[config.mk]
export PLATFORM = sky130hd
export DESIGN_NAME = sensor_reply_frame_parser_flat
export DESIGN_NICKNAME = d
export VERILOG_FILES = /design/src/rtl/srfp_pkg.sv /design/src/rtl/srfp_req_if.sv /design/src/rtl/srfp_rsp_if.sv /design/src/rtl/srfp_front.sv /design/src/rtl/srfp_queue.sv /design/src/rtl/srfp_back.sv /design/src/rtl/sensor_reply_frame_parser.sv /design/src/flat_wrapper.sv
export SDC_FILE = /design/constraint.sdc
export NUM_CORES = 1
export LEC_CHECK = 0
export BUFFER_PORTS_ARGS = -buffer_cell sky130_fd_sc_hd__buf_2
export CAP_MARGIN = 10
export CORE_MARGIN = 3
export CORE_UTILIZATION = 50
export CTS_BUF_LIST = sky130_fd_sc_hd__clkbuf_8 sky130_fd_sc_hd__clkbuf_16
export DETAILED_ROUTE_END_ITERATION = 10
export GPL_ROUTABILITY_DRIVEN = 1
export PLACE_DENSITY = 0.69
export SLEW_MARGIN = 10
export SYNTH_ARGS = -nofsm -noshare
export SYNTH_HDL_FRONTEND = slang
export SYNTH_SLANG_ARGS = --single-unit
[constraint.sdc]
create_clock -name clock -period 4.1 [get_ports clock]
set_input_delay 0.205 -clock clock [delete_from_list [all_inputs] [get_ports clock]]
set_output_delay 0.205 -clock clock [all_outputs]
set_load 0.03 [all_outputs]
[src/rtl/srfp_pkg.sv]
package srfp_pkg;

   // Default payload position of the unit code inside a frame.
   localparam int DATA_OFFSET_DEFAULT = 9;

   // Entries in the queue between the byte classifier and the executor.
   localparam int QUEUE_DEPTH = 2;

   localparam logic [7:0] START_BYTE = 8'hAA;
   localparam logic [7:0] CMD_READ_A = 8'h60;
   localparam logic [7:0] CMD_READ_B = 8'h6F;

   // The address byte never comes earlier than this position.
   localparam logic [7:0] MIN_LAST_POS = 8'd3;

   localparam logic [1:0] STATUS_OK    = 2'd0;
   localparam logic [1:0] STATUS_CSUM  = 2'd1;
   localparam logic [1:0] STATUS_SHORT = 2'd2;

   typedef enum logic [2:0] {
      OP_START,
      OP_LEN,
      OP_CMD,
      OP_BODY,
      OP_CHECK
   } op_type;

   // One classified byte, as handed from the front end to the executor.
   typedef struct packed {
      op_type      op;
      logic        data_en;
      logic [1:0]  slot;
      logic        addr_en;
      logic        too_short;
      logic [7:0]  value;
   } item_type;

   typedef struct packed {
      logic full;
      logic empty;
   } queue_status_type;

   typedef struct packed {
      logic [1:0]  frame_status;
      logic [7:0]  command_code;
      logic [7:0]  address_byte;
      logic [7:0]  unit_code;
      logic [15:0] reading;
      logic [7:0]  sensor_status;
   } result_type;

endpackage

[src/rtl/srfp_req_if.sv]
interface srfp_req_if;
   logic       valid;
   logic       ready;
   logic [7:0] rx_byte;

   modport source (output valid, output rx_byte, input ready);
   modport sink (input valid, input rx_byte, output ready);
endinterface

[src/rtl/srfp_rsp_if.sv]
interface srfp_rsp_if;
   logic        valid;
   logic        ready;
   logic [1:0]  frame_status;
   logic [7:0]  command_code;
   logic [7:0]  address_byte;
   logic [7:0]  unit_code;
   logic [15:0] reading;
   logic [7:0]  sensor_status;

   modport source (output valid, output frame_status, output command_code,
                   output address_byte, output unit_code, output reading,
                   output sensor_status, input ready);
   modport sink (input valid, input frame_status, input command_code,
                 input address_byte, input unit_code, input reading,
                 input sensor_status, output ready);
endinterface

[src/rtl/srfp_front.sv]
module srfp_front #(
   parameter int DATA_OFFSET = srfp_pkg::DATA_OFFSET_DEFAULT
) (
   input  logic                 clock,
   input  logic                 reset,
   srfp_req_if.sink             req_ch,
   input  logic                 q_full,
   output logic                 push,
   output srfp_pkg::item_type   push_item
);
   import srfp_pkg::*;

   typedef enum logic [4:0] {
      PH_HUNT  = 5'b00001,
      PH_LEN   = 5'b00010,
      PH_CMD   = 5'b00100,
      PH_BODY  = 5'b01000,
      PH_CHECK = 5'b10000
   } phase_type;

   localparam logic [8:0] DATA_BEGIN = 9'(DATA_OFFSET);
   localparam logic [8:0] DATA_END   = 9'(DATA_OFFSET + 4);

   phase_type  phase_ff, phase_in;
   logic [7:0] len_ff, len_in;
   logic [7:0] pos_ff, pos_in;
   logic [7:0] last_pos;
   logic [7:0] data_rel;
   logic       take;
   logic [7:0] b;

   assign req_ch.ready = !q_full;
   assign take         = req_ch.valid && req_ch.ready;
   assign b            = req_ch.rx_byte;
   assign last_pos     = (len_ff < MIN_LAST_POS) ? MIN_LAST_POS : len_ff;
   assign data_rel     = pos_ff - DATA_BEGIN[7:0];

   always_comb begin
      phase_in  = phase_ff;
      len_in    = len_ff;
      pos_in    = pos_ff;
      push      = 1'b0;
      push_item = '{op: OP_START, data_en: 1'b0, slot: data_rel[1:0], addr_en: 1'b0,
                    too_short: 1'b0, value: b};
      if (take) begin
         unique case (phase_ff)
            PH_HUNT: begin
               if (b == START_BYTE) begin
                  push     = 1'b1;
                  phase_in = PH_LEN;
               end
            end
            PH_LEN: begin
               push         = 1'b1;
               push_item.op = OP_LEN;
               len_in       = b;
               phase_in     = PH_CMD;
            end
            PH_CMD: begin
               if (b == CMD_READ_A || b == CMD_READ_B) begin
                  push         = 1'b1;
                  push_item.op = OP_CMD;
                  pos_in       = MIN_LAST_POS;
                  phase_in     = PH_BODY;
               end else begin
                  // A bad command byte is swallowed; it never restarts a frame itself.
                  phase_in = PH_HUNT;
               end
            end
            PH_BODY: begin
               push              = 1'b1;
               push_item.op      = OP_BODY;
               push_item.data_en = ({1'b0, pos_ff} >= DATA_BEGIN) &&
                                   ({1'b0, pos_ff} < DATA_END);
               if (pos_ff >= last_pos) begin
                  push_item.addr_en = 1'b1;
                  phase_in          = PH_CHECK;
               end else begin
                  pos_in = pos_ff + 8'd1;
               end
            end
            PH_CHECK: begin
               push                = 1'b1;
               push_item.op        = OP_CHECK;
               push_item.too_short = {1'b0, len_ff} < DATA_END;
               phase_in            = PH_HUNT;
            end
            default: begin
               phase_in = PH_HUNT;
            end
         endcase
      end
   end

   always_ff @(posedge clock) begin
      if (reset) begin
         phase_ff <= PH_HUNT;
         len_ff   <= '0;
         pos_ff   <= '0;
      end else begin
         phase_ff <= phase_in;
         len_ff   <= len_in;
         pos_ff   <= pos_in;
      end
   end

endmodule

[src/rtl/srfp_queue.sv]
module srfp_queue (
   input  logic                       clock,
   input  logic                       reset,
   input  logic                       push,
   input  srfp_pkg::item_type         push_item,
   input  logic                       pop,
   output srfp_pkg::item_type         head,
   output srfp_pkg::queue_status_type status
);
   import srfp_pkg::*;

   localparam int PTR_W = (QUEUE_DEPTH > 1) ? $clog2(QUEUE_DEPTH) : 1;
   localparam int CNT_W = $clog2(QUEUE_DEPTH + 1);
   localparam logic [PTR_W-1:0] LAST_PTR = PTR_W'(QUEUE_DEPTH - 1);
   localparam logic [CNT_W-1:0] FULL_CNT = CNT_W'(QUEUE_DEPTH);

   item_type         entry_ff [QUEUE_DEPTH];
   logic [PTR_W-1:0] wr_ptr_ff, wr_ptr_in;
   logic [PTR_W-1:0] rd_ptr_ff, rd_ptr_in;
   logic [CNT_W-1:0] count_ff, count_in;
   logic             do_push, do_pop;

   assign status.full  = (count_ff == FULL_CNT);
   assign status.empty = (count_ff == '0);
   assign do_push      = push && !status.full;
   assign do_pop       = pop && !status.empty;
   assign head         = entry_ff[rd_ptr_ff];

   always_comb begin
      wr_ptr_in = wr_ptr_ff;
      rd_ptr_in = rd_ptr_ff;
      count_in  = count_ff;
      if (do_push) begin
         wr_ptr_in = (wr_ptr_ff == LAST_PTR) ? '0 : wr_ptr_ff + PTR_W'(1);
      end
      if (do_pop) begin
         rd_ptr_in = (rd_ptr_ff == LAST_PTR) ? '0 : rd_ptr_ff + PTR_W'(1);
      end
      if (do_push && !do_pop) begin
         count_in = count_ff + CNT_W'(1);
      end else if (do_pop && !do_push) begin
         count_in = count_ff - CNT_W'(1);
      end
   end

   always_ff @(posedge clock) begin
      if (reset) begin
         wr_ptr_ff <= '0;
         rd_ptr_ff <= '0;
         count_ff  <= '0;
      end else begin
         wr_ptr_ff <= wr_ptr_in;
         rd_ptr_ff <= rd_ptr_in;
         count_ff  <= count_in;
      end
   end

   always_ff @(posedge clock) begin
      if (do_push) begin
         entry_ff[wr_ptr_ff] <= push_item;
      end
   end

endmodule

[src/rtl/srfp_back.sv]
module srfp_back (
   input  logic                       clock,
   input  logic                       reset,
   input  srfp_pkg::item_type         head,
   input  srfp_pkg::queue_status_type q_status,
   output logic                       pop,
   srfp_rsp_if.source                 rsp_ch
);
   import srfp_pkg::*;

   logic [7:0] sum_ff, sum_in;
   logic [7:0] cmd_ff;
   logic [7:0] addr_ff;
   logic [7:0] data_ff [4];
   logic       out_valid_ff, out_valid_in;
   result_type out_ff, out_in;
   logic       check_pop;

   // A checksum byte may only leave the queue once the result register is free.
   assign pop       = !q_status.empty &&
                      (head.op != OP_CHECK || !out_valid_ff || rsp_ch.ready);
   assign check_pop = pop && (head.op == OP_CHECK);

   always_comb begin
      sum_in = sum_ff;
      if (pop) begin
         unique case (head.op)
            OP_START:                 sum_in = head.value;
            OP_LEN, OP_CMD, OP_BODY:  sum_in = sum_ff + head.value;
            OP_CHECK:                 sum_in = sum_ff;
            default:                  sum_in = sum_ff;
         endcase
      end
   end

   always_comb begin
      out_in.command_code = cmd_ff;
      out_in.address_byte = addr_ff;
      if (head.too_short) begin
         out_in.frame_status  = STATUS_SHORT;
         out_in.unit_code     = '0;
         out_in.reading       = '0;
         out_in.sensor_status = '0;
      end else begin
         out_in.frame_status  = (head.value == sum_ff) ? STATUS_OK : STATUS_CSUM;
         out_in.unit_code     = data_ff[0];
         out_in.reading       = {data_ff[2], data_ff[1]};
         out_in.sensor_status = data_ff[3];
      end
      out_valid_in = check_pop || (out_valid_ff && !rsp_ch.ready);
   end

   always_ff @(posedge clock) begin
      if (reset) begin
         out_valid_ff <= 1'b0;
      end else begin
         out_valid_ff <= out_valid_in;
      end
   end

   always_ff @(posedge clock) begin
      sum_ff <= sum_in;
      if (pop && head.op == OP_CMD) begin
         cmd_ff <= head.value;
      end
      if (pop && head.op == OP_BODY && head.data_en) begin
         data_ff[head.slot] <= head.value;
      end
      if (pop && head.op == OP_BODY && head.addr_en) begin
         addr_ff <= head.value;
      end
      if (check_pop) begin
         out_ff <= out_in;
      end
   end

   assign rsp_ch.valid         = out_valid_ff;
   assign rsp_ch.frame_status  = out_ff.frame_status;
   assign rsp_ch.command_code  = out_ff.command_code;
   assign rsp_ch.address_byte  = out_ff.address_byte;
   assign rsp_ch.unit_code     = out_ff.unit_code;
   assign rsp_ch.reading       = out_ff.reading;
   assign rsp_ch.sensor_status = out_ff.sensor_status;

endmodule

[src/rtl/sensor_reply_frame_parser.sv]
// A result is registered in the output register after its checksum byte passes through the queue,
// provided the queue holds nothing older and the output register is free.
// Throughput: one byte request per cycle unless stalled; the front end drops or classifies
// each byte in the cycle it arrives, and the executor retires one queue entry per cycle.
// A result waiting in the output register holds back the next checksum byte; one more byte
// enters the queue behind it, and then the request channel stalls until the result leaves.
// Reset is synchronous and active high; it empties the queue and resumes start-byte hunting.
module sensor_reply_frame_parser #(
   parameter int DATA_OFFSET = srfp_pkg::DATA_OFFSET_DEFAULT
) (
   input  logic       clock,
   input  logic       reset,
   srfp_req_if.sink   req_ch,
   srfp_rsp_if.source rsp_ch
);
   import srfp_pkg::*;

   // The front end tracks the frame layout: it knows where the length, command, payload,
   // address and checksum bytes fall and tags each byte accordingly. Bytes outside a frame
   // and a bad command byte never enter the queue.
   logic             push;
   item_type         push_item;
   item_type         head;
   queue_status_type q_status;
   logic             pop;

   srfp_front #(
      .DATA_OFFSET (DATA_OFFSET)
   ) u_front (
      .clock     (clock),
      .reset     (reset),
      .req_ch    (req_ch),
      .q_full    (q_status.full),
      .push      (push),
      .push_item (push_item)
   );

   // The short queue lets the front end keep taking bytes while the executor waits for
   // the result register to drain.
   srfp_queue u_queue (
      .clock     (clock),
      .reset     (reset),
      .push      (push),
      .push_item (push_item),
      .pop       (pop),
      .head      (head),
      .status    (q_status)
   );

   // The executor keeps the running checksum and the captured fields, and builds the
   // result when the checksum byte comes out of the queue.
   srfp_back u_back (
      .clock    (clock),
      .reset    (reset),
      .head     (head),
      .q_status (q_status),
      .pop      (pop),
      .rsp_ch   (rsp_ch)
   );

`ifndef SYNTHESIS
   // The front end must never hand a byte to a full queue.
   a_no_overflow: assert property (@(posedge clock) disable iff (reset)
      push |-> !q_status.full)
      else $error("byte pushed into a full queue");

   // A short frame reports no payload fields.
   a_short_zero: assert property (@(posedge clock) disable iff (reset)
      (rsp_ch.valid && rsp_ch.frame_status == STATUS_SHORT) |->
         (rsp_ch.unit_code == '0 && rsp_ch.reading == '0 && rsp_ch.sensor_status == '0))
      else $error("short frame carries payload fields");

   // A result appears only after a checksum byte left the queue.
   a_result_source: assert property (@(posedge clock) disable iff (reset)
      $rose(rsp_ch.valid) |-> $past(pop && head.op == OP_CHECK))
      else $error("result without a checksum byte");
`endif

endmodule
[src/flat_wrapper.sv]
// flat-port wrapper written by rule: the top's interface ports become plain ports
module sensor_reply_frame_parser_flat import srfp_pkg::*;
#(
   parameter int DATA_OFFSET = srfp_pkg::DATA_OFFSET_DEFAULT
)
  (clock, reset, req_ch_valid, req_ch_rx_byte, req_ch_ready, rsp_ch_valid, rsp_ch_frame_status, rsp_ch_command_code, rsp_ch_address_byte, rsp_ch_unit_code, rsp_ch_reading, rsp_ch_sensor_status, rsp_ch_ready);
  srfp_req_if req_ch_i ();
  srfp_rsp_if rsp_ch_i ();
  input  logic clock;
  input  logic reset;
  input wire logic [$bits(req_ch_i.valid)-1:0] req_ch_valid;
  input wire logic [$bits(req_ch_i.rx_byte)-1:0] req_ch_rx_byte;
  output wire logic [$bits(req_ch_i.ready)-1:0] req_ch_ready;
  output wire logic [$bits(rsp_ch_i.valid)-1:0] rsp_ch_valid;
  output wire logic [$bits(rsp_ch_i.frame_status)-1:0] rsp_ch_frame_status;
  output wire logic [$bits(rsp_ch_i.command_code)-1:0] rsp_ch_command_code;
  output wire logic [$bits(rsp_ch_i.address_byte)-1:0] rsp_ch_address_byte;
  output wire logic [$bits(rsp_ch_i.unit_code)-1:0] rsp_ch_unit_code;
  output wire logic [$bits(rsp_ch_i.reading)-1:0] rsp_ch_reading;
  output wire logic [$bits(rsp_ch_i.sensor_status)-1:0] rsp_ch_sensor_status;
  input wire logic [$bits(rsp_ch_i.ready)-1:0] rsp_ch_ready;
  assign req_ch_i.valid = req_ch_valid;
  assign req_ch_i.rx_byte = req_ch_rx_byte;
  assign req_ch_ready = req_ch_i.ready;
  assign rsp_ch_valid = rsp_ch_i.valid;
  assign rsp_ch_frame_status = rsp_ch_i.frame_status;
  assign rsp_ch_command_code = rsp_ch_i.command_code;
  assign rsp_ch_address_byte = rsp_ch_i.address_byte;
  assign rsp_ch_unit_code = rsp_ch_i.unit_code;
  assign rsp_ch_reading = rsp_ch_i.reading;
  assign rsp_ch_sensor_status = rsp_ch_i.sensor_status;
  assign rsp_ch_i.ready = rsp_ch_ready;
  sensor_reply_frame_parser #(.DATA_OFFSET(DATA_OFFSET)) u_core (.clock(clock), .reset(reset), .req_ch(req_ch_i), .rsp_ch(rsp_ch_i));
endmodule
---- Word-level counts from Yosys, hierarchy flattened ----
Memories as Yosys holds them, arrays and structs flattened. A register that Yosys moved wholly into a read port is not among the register bits.
Cells that the tools add are included.
storage, ports and cells
  bits in latches ......................... 0
  ROM bits ................................ 0
  bits of input ports ..................... 12
  bits in writable memories ............... 64
  output and inout bits ................... 52
  memories ................................ 2
  register bits ........................... 68
memories
  name                     words  width  read ports  clocked after memory_dff  write ports  line              RTL
  u_core.u_back.data_ff    4      8      4           4                         1            srfp_back.sv:14   logic [7:0] data_ff [4];
  u_core.u_queue.entry_ff  2      16     1           1                         1            srfp_queue.sv:17  item_type entry_ff [QUEUE_DEPTH];
cells by class
  order comparisons ....................... 5
  add/sub/neg operators ................... 7
  divide/modulo/power cells ............... 0
  multiplexer cells ....................... 32
  reduce and logical (&&, ||, !) cells .... 34
  $mul .................................... 0
  shift-type cells ........................ 0
  equal/unequal tests ..................... 19
  bitwise logic cells ..................... 0
operators by type and width
  operator             count
  $pmux 8 s2           2
  $mux 8               3
  $pmux 5 s4           1
  $eq 8x7->1 const B   2
  $lt 8x4->1 const B   2
  $mux 1               16
  $logic_and 1x1->1    13
  $pmux 3 s4           1
  $mux 5               2
  $add 8x1->8 const B  1
  $add 8x8->8          1
  $eq 8x8->1           1
  $eq 8x8->1 const B   1
  $ge 8x4->1 const B   1
  $ge 8x8->1           1
  $lt 8x2->1 const B   1
  $mux 2               4
  $mux 4               2
  $ne 2x2->1 const B   4
  $eq 3x2->1 const B   2
  $logic_not 1->1      6
  $reduce_bool 2->1    3
  $reduce_or 3->1      2
  $eq 5x1->1 const B   1
  18 further kinds     24

---- Logic depth before layout (Yosys ltp) ----
  word-level depth ........................ 10
  gate-level depth with buffers ........... 12
  depth with buffers taken out ............ 11

---- Modules after synthesis ----
From an unflattened synthesis, not the netlist that was laid out.
second synthesis, totals
  cells, all modules ...................... 490
  area, all modules ....................... 6900.4 um^2
by module, submodules not included
  module      area an instance (um^2)  times used  cells each
  srfp_back   3978.8                   1           227
  srfp_front  1552.7                   1           188
  srfp_queue  1368.8                   1           75

---- Worst setup path after synthesis ----
No wires, ideal clock.
  kind .................................... register to register
  start ................................... register (tool-made name)
  end ..................................... register, netlist name rsp_ch_reading[0]
  stages on the path, launching flop included .. 5
  library setup time ...................... 0.458 ns
  arrival time ............................ 3.041 ns
  slack ................................... 0.601 ns
  path buffers ............................ 0
  clock period less this slack ............ 3.499 ns
  path through ............................ dfxtp_1 mux2i_1 or2_2 o22ai_1 nor2_1

==> run metrics <==
outcome finished clean; total die area 14800 sq um; Crit Path Max Fanout 22; CTS H-tree depth 4; relative slew slack 37.3%; M1 GR Usage 22.5%; Post-synth ARST share 0%; P_leak 2.85 nW; fin crit share 77.5%; Fillers 985; first-pass GRT wire length 19.2 mm; # IOs 64; vias in the first global route 3805; fin. max-slew vios 0; hold path endpoint u_core.u_queue.entry_ff[1][4]; largest cells by area after synthesis edfxtp_1, dfxtp_1, ha_1, and2_1, mux2i_1; setup TNS 0 ns; Synth top area share 62.0%; final wirelength 11.9 mm; Max VDD drop 0.276 mV; YS warnings 0; Worst setup EP type flop; drt first-iter violations 231; Critical Path AT 3.33 ns; Area Growth Syn to Fin 16.2%; post-route ant nets 0; Clock Sinks 165; total power 4.49 mW; layout cells sized above 1 20.7%; EDFF count, synth 138; clock skew 0.00801 ns; die width 122 um; GR Util met3 4.04%; CP Launch Type flop; initial antenna violation count 0; FP Rows 41; ys flop type edfxtp_1; crit path kind flop to flop; HPWL Detailed 8.28 mm; R2R Setup Slk 0.92 ns; chip height 122 um; critical path data required time 4.25 ns; minimum clock period 3.18 ns; largest area contributor in the netlist edfxtp_1; Root Buffer clkbuf_16; post-CTS resize count 0; max-cap violation count 0; CORE AREA 12800 sq um; worst hold path stage count 1; Fin. Hold Viols 0; Worst Max-Slew Pin Slew 0.940 ns; total number of vias 3872; Initial DRT Pass Iterations 4; Seq cells post-synth 165; most used routing layer met2; register area share after synthesis 70.0%; Starting Density 52.2%; CTS tree yes; GRT Util Overall 17.1%; ANT cells 0; clk_lat worst skew 0.42 ns; largest net degree at the start of global routing 51; Setup violations, final 0; GPL Wtd Cong 0.900; Cell Pwr Density 578 nW/um^2; synthesized area 6690 sq um; Syn Area/Cell 14.3 sq um; vias per std cell 5.33; TritonCTS Buffers 17; grt ovf 0; worst reg2reg path endpoint u_core.u_back.sum_ff[7]; CTS max path bufs 2; Core Util, Final 60.6%; worst min path class input pin to flop; M2 GR Usage 28.1%; synth unique cells 47; I/O Buffers 63; final net count 574; Post-Synthesis Cells 469; syn_nets 501; RSZ-0062 raised after global routing false; Reg2Reg Depth 9; f_max 315 MHz; HP Start req_ch_rx_byte[4]; # DRC 0; Clock transition at path regs 0.07 ns; Wirelength per Cell 16.4 um
## synth_stat cells, drive strengths merged (3+ instances only)
cell and n:
or3 3, o211ai 6, nand4 5, inv 19, xnor2 7, buf 7, nor2 51, mux2i 20
clkbuf 8, nor2b 5, ha 19, nand3 6, nor4 7, and3 6, xor2 6, mux2 10
dfxtp 27, nor3 9, nand2 16, o21ai 7, a211oi 7, nand2b 4, and2 35, a31oi 6
nor3b 3, edfxtp 138, a21oi 14
## stage by stage
stage	setup slack [ns]	hold slack, ns	cells	cell area (sq um)
final	0.923	0.0289	727	7770
after global routing	0.716	0.0141	727	7770
after CTS	0.922	0.0171	727	7770
after detailed placement	0.943	0.411	694	7190
after global placement	1.00	0.406	694	7190
after floorplan	0.601	0.304	469	6690
## metal layers
| metal | routed length [um] | share of wire (%) |
|---|---|---|
| met2 | 5910 | 50 |
| met4 | 107 | 0.90 |
| met1 | 5270 | 44 |
| met3 | 637 | 5.3 |
| met5 | 0 | 0 |
## power by group
part           switching (mW)  internal (mW)
registers              0.0792           2.07
logic                   0.527          0.298
clock network           0.661          0.853
## registers in the layout, summed over array words and instances (netlist names), 2 cells and up, named ones only
register	cells
u_core.u_back.rsp_ch.command_code	8
rsp_ch_reading	16
u_core.u_back.addr_ff	8
u_core.u_back.data_ff	32
rsp_ch_sensor_status	8
u_core.u_front.pos_ff	8
u_core.u_queue.entry_ff	32
u_core.u_queue.count_ff	2
u_core.u_back.rsp_ch.address_byte	8
u_core.u_front.len_ff	8
u_core.u_back.sum_ff	8
u_core.u_front.phase_ff	5
u_core.u_back.rsp_ch.frame_status	2
rsp_ch_unit_code	8
u_core.u_back.cmd_ff	8
## critical path, cell delays in order, from the launching register on
cell	delay [ns]
dfxtp_1	0.94
mux2i_1	0.39
inv_1	0.20
ha_1	0.33
a21oi_1	0.20
o211ai_1	0.15
o41ai_1	0.31
xor2_1	0.18
nor2_1	0.06
xnor2_1	0.14
## worst max path at each step
| stage | start | to |
|---|---|---|
| after global routing | flop | u_core.u_back.sum_ff[7] |
| after global placement | flop | u_core.u_back.sum_ff[7] |
| after CTS | flop | u_core.u_back.sum_ff[7] |
| after detailed placement | flop | u_core.u_back.sum_ff[7] |
| after floorplan | flop | rsp_ch_reading[0] |
| final | flop | u_core.u_back.sum_ff[7] |
## logic make-up (layout without fill, tap and decap cells)
logic type | count (synthesis) | count (layout) | synth area share, %
AO/OA/AOI/OAI | 52 | 52 | 5.65
flip-flops | 165 | 165 | 70.0
multiplexers | 30 | 30 | 4.68
AND/OR/NAND/NOR | 155 | 155 | 11.9
buffers and inverters | 34 | 120 | 2.17
adder cells (fa/ha/maj) | 20 | 20 | 3.85
XOR/XNOR | 13 | 13 | 1.70
## area by class of cell
| type | instances | area (sq um) | area share, % |
|---|---|---|---|
| sequential | 165 | 4680 | 60.3 |
| multi-input combinational | 270 | 1870 | 24.0 |
| clock buffer | 17 | 425 | 5.47 |
| timing repair buffer | 69 | 363 | 4.67 |
| tap | 172 | 215 | 2.77 |
| clock inverter | 15 | 145 | 1.87 |
| inverter | 19 | 71.3 | 0.918 |
## cells in the final DEF, fill, tap and decap left out, types with 7 or more instances in the layout
cell       synthesis  final
and2_1            35     35
buf_2              5     63
nor2_1            51     50
dfxtp_1           27     27
nand2_1           16     16
inv_1             19     21
mux2i_1           20     20
o21ai_0            7      7
mux2_2            10     10
a21oi_1           14     14
clkbuf_16          0     17
xnor2_1            7      7
nor4_1             7      7
edfxtp_1         138    138
ha_1              19     19
nor3_1             9      9
## what timing repair did
item	in CTS	in global routing
endpoints found under the hold margin	2	0
hold buffers	1	0
setup buffers	0	0
Power figures use the tool's default switching activity.
